[config.mk]
export PLATFORM = sky130hd
export DESIGN_NAME = lrqe_ctrl
export DESIGN_NICKNAME = d
export VERILOG_FILES = /design/src/design/lrqe_pkg.sv /design/src/design/lrqe_ctrl.sv
export SDC_FILE = /design/constraint.sdc
export NUM_CORES = 1
export LEC_CHECK = 0
export ABC_AREA = 1
export BUFFER_PORTS_ARGS = -buffer_cell sky130_fd_sc_hd__buf_4
export CAP_MARGIN = 20
export CORE_ASPECT_RATIO = 1.1
export CORE_MARGIN = 5
export CORE_UTILIZATION = 30
export CTS_CLUSTER_DIAMETER = 120
export CTS_CLUSTER_SIZE = 10
export DETAILED_ROUTE_END_ITERATION = 8
export PLACE_DENSITY = 0.49
export SLEW_MARGIN = 10
export SYNTH_ARGS = -nofsm -noshare
export SYNTH_HDL_FRONTEND = slang
export SYNTH_SLANG_ARGS = --single-unit
[constraint.sdc]
create_clock -name clk -period 1.3 [get_ports clk]
set_clock_uncertainty 0.1 [all_clocks]
set_input_delay 0.26 -clock clk [delete_from_list [all_inputs] [get_ports clk]]
set_output_delay 0.26 -clock clk [all_outputs]
set_load 0.05 [all_outputs]
[src/design/lrqe_pkg.sv]
// Package of the light range quad emitter: controller/datapath command and
// status types, sequencing constants and the corner sign tables.
// Depends on nothing.
`default_nettype none
package lrqe_pkg;

  localparam int CNT_W = 7;
  localparam logic [CNT_W-1:0] CALC_LAST = 7'd14;
  localparam logic [CNT_W-1:0] SQRT_LAST = 7'd63;
  localparam logic [CNT_W-1:0] DIV_LAST  = 7'd81;
  localparam int DIV_W   = 82;
  localparam int RANGE_W = 41;
  localparam int SLOT_OUT_W = 13;
  localparam logic [2:0] LAST_CORNER = 3'd5;

  typedef struct packed {
    logic       load;
    logic       calc;
    logic [3:0] step;
    logic       sqrt_step;
    logic       prep;
    logic       div_step;
    logic       latch_range;
    logic       load_vtx;
    logic       finish;
  } lrqe_cmd_t;

  typedef struct packed {
    logic calc_skip;
    logic a_zero;
    logic prep_skip;
    logic range_zero;
    logic out_taken;
    logic out_last;
  } lrqe_status_t;

  // True where the corner offset is -1 along x or y.
  function automatic logic corner_x_neg(input logic [2:0] k);
    logic r;
    case (k)
      3'd0, 3'd2, 3'd3: r = 1'b1;
      default:          r = 1'b0;
    endcase
    return r;
  endfunction

  function automatic logic corner_y_neg(input logic [2:0] k);
    logic r;
    case (k)
      3'd0, 3'd1, 3'd4: r = 1'b1;
      default:          r = 1'b0;
    endcase
    return r;
  endfunction

endpackage
`default_nettype wire

[src/design/lrqe_ctrl.sv]
// Sequencer of the light range quad emitter.
// Uses lrqe_pkg; drives the datapath through lrqe_cmd_t and reads lrqe_status_t.
`default_nettype none
module lrqe_ctrl (
  input  wire                  clk,
  input  wire                  rst_n,
  input  wire                  in_valid,
  input  lrqe_pkg::lrqe_status_t status,
  output lrqe_pkg::lrqe_cmd_t  cmd
);
  import lrqe_pkg::*;

  typedef enum logic [7:0] {
    S_IDLE  = 8'b0000_0001,
    S_CALC  = 8'b0000_0010,
    S_SQRT  = 8'b0000_0100,
    S_PREP  = 8'b0000_1000,
    S_DIV   = 8'b0001_0000,
    S_RANGE = 8'b0010_0000,
    S_LOAD  = 8'b0100_0000,
    S_WAIT  = 8'b1000_0000
  } state_t;

  state_t           state_r, state_nxt;
  logic [CNT_W-1:0] cnt_r, cnt_nxt;

  always_comb begin
    state_nxt = state_r;
    cnt_nxt   = cnt_r + 1'b1;
    cmd       = '0;
    cmd.step  = cnt_r[3:0];
    unique case (state_r)
      S_IDLE: begin
        cnt_nxt = '0;
        if (in_valid) begin
          cmd.load  = 1'b1;
          state_nxt = S_CALC;
        end
      end
      S_CALC: begin
        cmd.calc = 1'b1;
        if (cnt_r == CALC_LAST) begin
          cnt_nxt = '0;
          if (status.calc_skip) begin
            cmd.finish = 1'b1;
            state_nxt  = S_IDLE;
          end else if (status.a_zero) begin
            state_nxt = S_DIV;
          end else begin
            state_nxt = S_SQRT;
          end
        end
      end
      S_SQRT: begin
        cmd.sqrt_step = 1'b1;
        if (cnt_r == SQRT_LAST) begin
          state_nxt = S_PREP;
        end
      end
      S_PREP: begin
        cmd.prep = 1'b1;
        cnt_nxt  = '0;
        if (status.prep_skip) begin
          cmd.finish = 1'b1;
          state_nxt  = S_IDLE;
        end else begin
          state_nxt = S_DIV;
        end
      end
      S_DIV: begin
        cmd.div_step = 1'b1;
        if (cnt_r == DIV_LAST) begin
          state_nxt = S_RANGE;
        end
      end
      S_RANGE: begin
        if (status.range_zero) begin
          cmd.finish = 1'b1;
          state_nxt  = S_IDLE;
        end else begin
          cmd.latch_range = 1'b1;
          state_nxt       = S_LOAD;
        end
      end
      S_LOAD: begin
        cmd.load_vtx = 1'b1;
        state_nxt    = S_WAIT;
      end
      S_WAIT: begin
        if (status.out_taken) begin
          if (status.out_last) begin
            cmd.finish = 1'b1;
            state_nxt  = S_IDLE;
          end else begin
            state_nxt = S_LOAD;
          end
        end
      end
      default: state_nxt = S_IDLE;
    endcase
  end

  always_ff @(posedge clk) begin
    if (!rst_n) begin
      state_r <= S_IDLE;
      cnt_r   <= '0;
    end else begin
      state_r <= state_nxt;
      cnt_r   <= cnt_nxt;
    end
  end

endmodule
`default_nettype wire

==> flow_summary_export.csv <==
group,metric,value,unit
power_and_ir_drop,p_int,0.001870,W
clock_network,cts_tree,"done",
sta,rsz0062_at_grt,"yes",
sta,setup_violations,24,
floorplanning,dieArea,0.005080,mm^2
global_route,grt_pass1_vias,1369,
setup_path,crit_fanout,4,
sta,max_freq,0.5622,GHz
synthesis,synth_area_per_cell,6.326,um^2
power_and_ir_drop,switchingPower,0.001549,W
outcome,outcome,"finished, violations left",
sta,min_period,1779,ps
synthesis,synth_top_area_share,0.2667,
cells_and_area,layout.nets,263,
synthesis,synth_adder_area_share,0.03333,
run,drv_cap,0,
setup_path,crit_path_max_incr_delay,380,ps
setup_path,cp_slowest_cell,"dfxtp_2",
cells_and_area,final_area,0.002120,mm^2
setup_path,startpoint_type,"register",
placement,routabilityCongestion,0.8154,
synthesis,synthSimpleGateAreaFrac,0.4989,
global_route,grt_pass1_wl,5899,um
route,drt_iter0_drc,43,
floorplanning,coreArea,0.003626,mm^2
power_and_ir_drop,pwr-share-seq,0.199,
synthesis,ys_seq_area_frac,0.2667,
power_and_ir_drop,p_leak,1.020,nW
clock_network,clock-sinks,15,
clock_network,cts-root-buf,"clkbuf_8",
setup_path,worstPathCellList,"inv_1 -> nand2_1 -> nor2_1 -> nand3_1 -> nand2_2 -> nor2_2 -> o21ai_4 -> buf_8",
power_and_ir_drop,clkPwrFrac,0.118,
clock_network,cts_made_buffers,3,
sta,setup_slack,-478.8,ps
synthesis,yosysTopAreaCell,"dfxtp_1",
clock_network,clk_pin_slew,70,ps
sta,drv_slew,0,
sta,hold-worst-slack,185.2,ps
sta,layout_worst_path_cycle_share,1.368,
placement,placed_cell_area,0.001613,mm^2
floorplanning,start_util,0.3106,
placement,port_buffers,20,
setup_path,crit_type,"reg -> out",
synthesis,synth-seq-cells,15,
cells_and_area,postLayoutCoreUtil,0.5845,
synthesis,ys_warn_count,0,
floorplanning,rows,23,
cells_and_area,n_antenna_cell,0,
setup_path,cp_data_required_time,940,ps
synthesis,synth-compound-area-share,0.05111,
cells_and_area,area_growth,88.22,%
sta,slew_headroom,0.8088,
clock_network,clkLatencyLatePin,260,ps
sta,hold_viol,0,
route,routed-via-count,1306,
route,wl_per_cell,11.98,um
floorplanning,dieWidth,68.42,um
clock_network,clockBufferDepth,2,
synthesis,muxShareOfSynthArea,0,
worst_hold_path,hold_class,"in -> reg",
placement,dpl_worst_slack,-275.6,ps
route,detail-route-antenna-nets,0,
global_route,antenna_found_initial,0,
route,drt-vias-per-instance,4.353,
cells_and_area,final_layout_size_suffix_gt1_frac,0.6240,
setup_path,cp.arrival,1420,ps
clock_network,htreeDepth,1,
global_route,grt_usage,0.1549,
power_and_ir_drop,combPwrFrac,0.683,
synthesis,synth_top_family_by_area,"simple AND/OR/NAND/NOR gates",
synthesis,synthCells,178,
setup_path,cp-end-kind,"primary output",
global_route,grt_max_degree,9,
floorplanning,chipHeight,74.26,um
power_and_ir_drop,switching_share,0.4530,
synthesis,synth_area_leaders,"dfxtp_1 27%, nand2_1 13%, nor2_1 12%",
global_route,grt_overflow,0,
route,drc,0,
power_and_ir_drop,ir_drop,0.001237,V
floorplanning,num_io_pins,21,
setup_path,worst-path-buf-inv,2,
synthesis,syn-cell-area,0.001126,mm^2
placement,dp_hpwl,2463,um
route,wirelength,3595,um
outcome,violations,"negative setup slack",
clock_network,cts_hold_buf,0,
synthesis,synth_nets,190,
power_and_ir_drop,powerDensity,1613,mW/mm^2
sta,tightest_slew,284.3,ps
synthesis,synth_xor_xnor_area_share,0.02333,
synthesis,yosysUniqueCellTypes,27,
route,drt-pass1-iter-count,4,
setup_path,crit_family,"simple AND/OR/NAND/NOR gates",
[routing by layer]
layer / routed length (um) / share of wire / up-vias / GRT usage
li1: - / - / 682 / -
met1: 1437 / 0.40 / 595 / 0.1738
met2: 2021 / 0.56 / 25 / 0.2874
met3: 89 / 0.025 / 4 / 0.02266
met4: 46 / 0.013 / 0 / 0.05960
met5: 0 / 0 / - / 0
[placed cells by master (no fill, tap or decap), drive strengths merged, types with 2 or more instances in the layout]
cell type,count
nor2,47
nand2,49
o21ai,4
xor2,2
clkbuf,4
dfxtp,15
buf,72
inv,29
ha,3
nand3,14
a21oi,3
[flip-flops by register name, summed over array words and instances (netlist names)]
register  count
cnt_r         7
state_r       8
[logic make-up (layout without fill, tap and decap cells)]
group / after synthesis / count (layout)
buffers and inverters: 34 / 106
xor gates and xnor gates: 3 / 3
DFF: 15 / 15
adders and majority gates: 3 / 3
AOI/OAI and AO/OA: 9 / 9
and+or+nand+nor: 114 / 114
[synthesized netlist by cell type (all sizes together)]
library cell  count
nor4              1
nand2            49
o211ai            1
xor2              2
o21ai             4
o31ai             1
nand4             1
inv              30
ha                3
nand3            14
nor2             47
a21oi             3
nand3b            1
xnor2             1
buf               4
dfxtp            15
nor3              1
[what timing repair did]
item / CTS / global route
resized for setup: 62 / 24
setup endpoints to repair: 25 / 25
pin swaps: 26 / 24
setup buffers: 17 / 5
[through the flow]
stage	std cells	total power (W)	TNS, ps
2_1_floorplan	178	0.001737	-2860
3_3_place_gp	276	0.002226	-3646
3_5_place_dp	276	0.002235	-3901
4_1_cts	296	0.003163	-7659
5_1_grt	300	0.003652	-8504
6_report	300	0.003419	-6438
[final cells by class]
cell class,count,area [um^2]
fillers,352,1506
well taps,50,62.56
multi-input cells,129,924.6
flip-flops and latches,15,326.6
inverters,30,126.4
repair buffers,72,634.4
clock buffers,4,45.04
[power by group through the flow]
| stage | logic [W] | registers [W] | clock network [W] |
|---|---|---|---|
| 6_report | 0.00234 | 0.000682 | 0.000402 |
| 5_1_grt | 0.00253 | 0.000695 | 0.000432 |
| 4_1_cts | 0.00210 | 0.000659 | 0.000400 |
| 3_5_place_dp | 0.00159 | 0.000643 | 0 |
| 3_3_place_gp | 0.00159 | 0.000640 | 0 |
| 2_1_floorplan | 0.00110 | 0.000633 | 0 |
[final timing paths]
path                            startpoint         end  slack [ps]  cells after the start
worst max register to register  state_r[1]  state_r[4]        -350                     11
worst min-delay path                 rst_n  state_r[0]         190                      2
worst min register to register  state_r[7]  state_r[7]         420                      2
worst max-delay path            state_r[0]      cmd[0]        -480                      8
No activity file was read; power rests on OpenSTA's default activity.
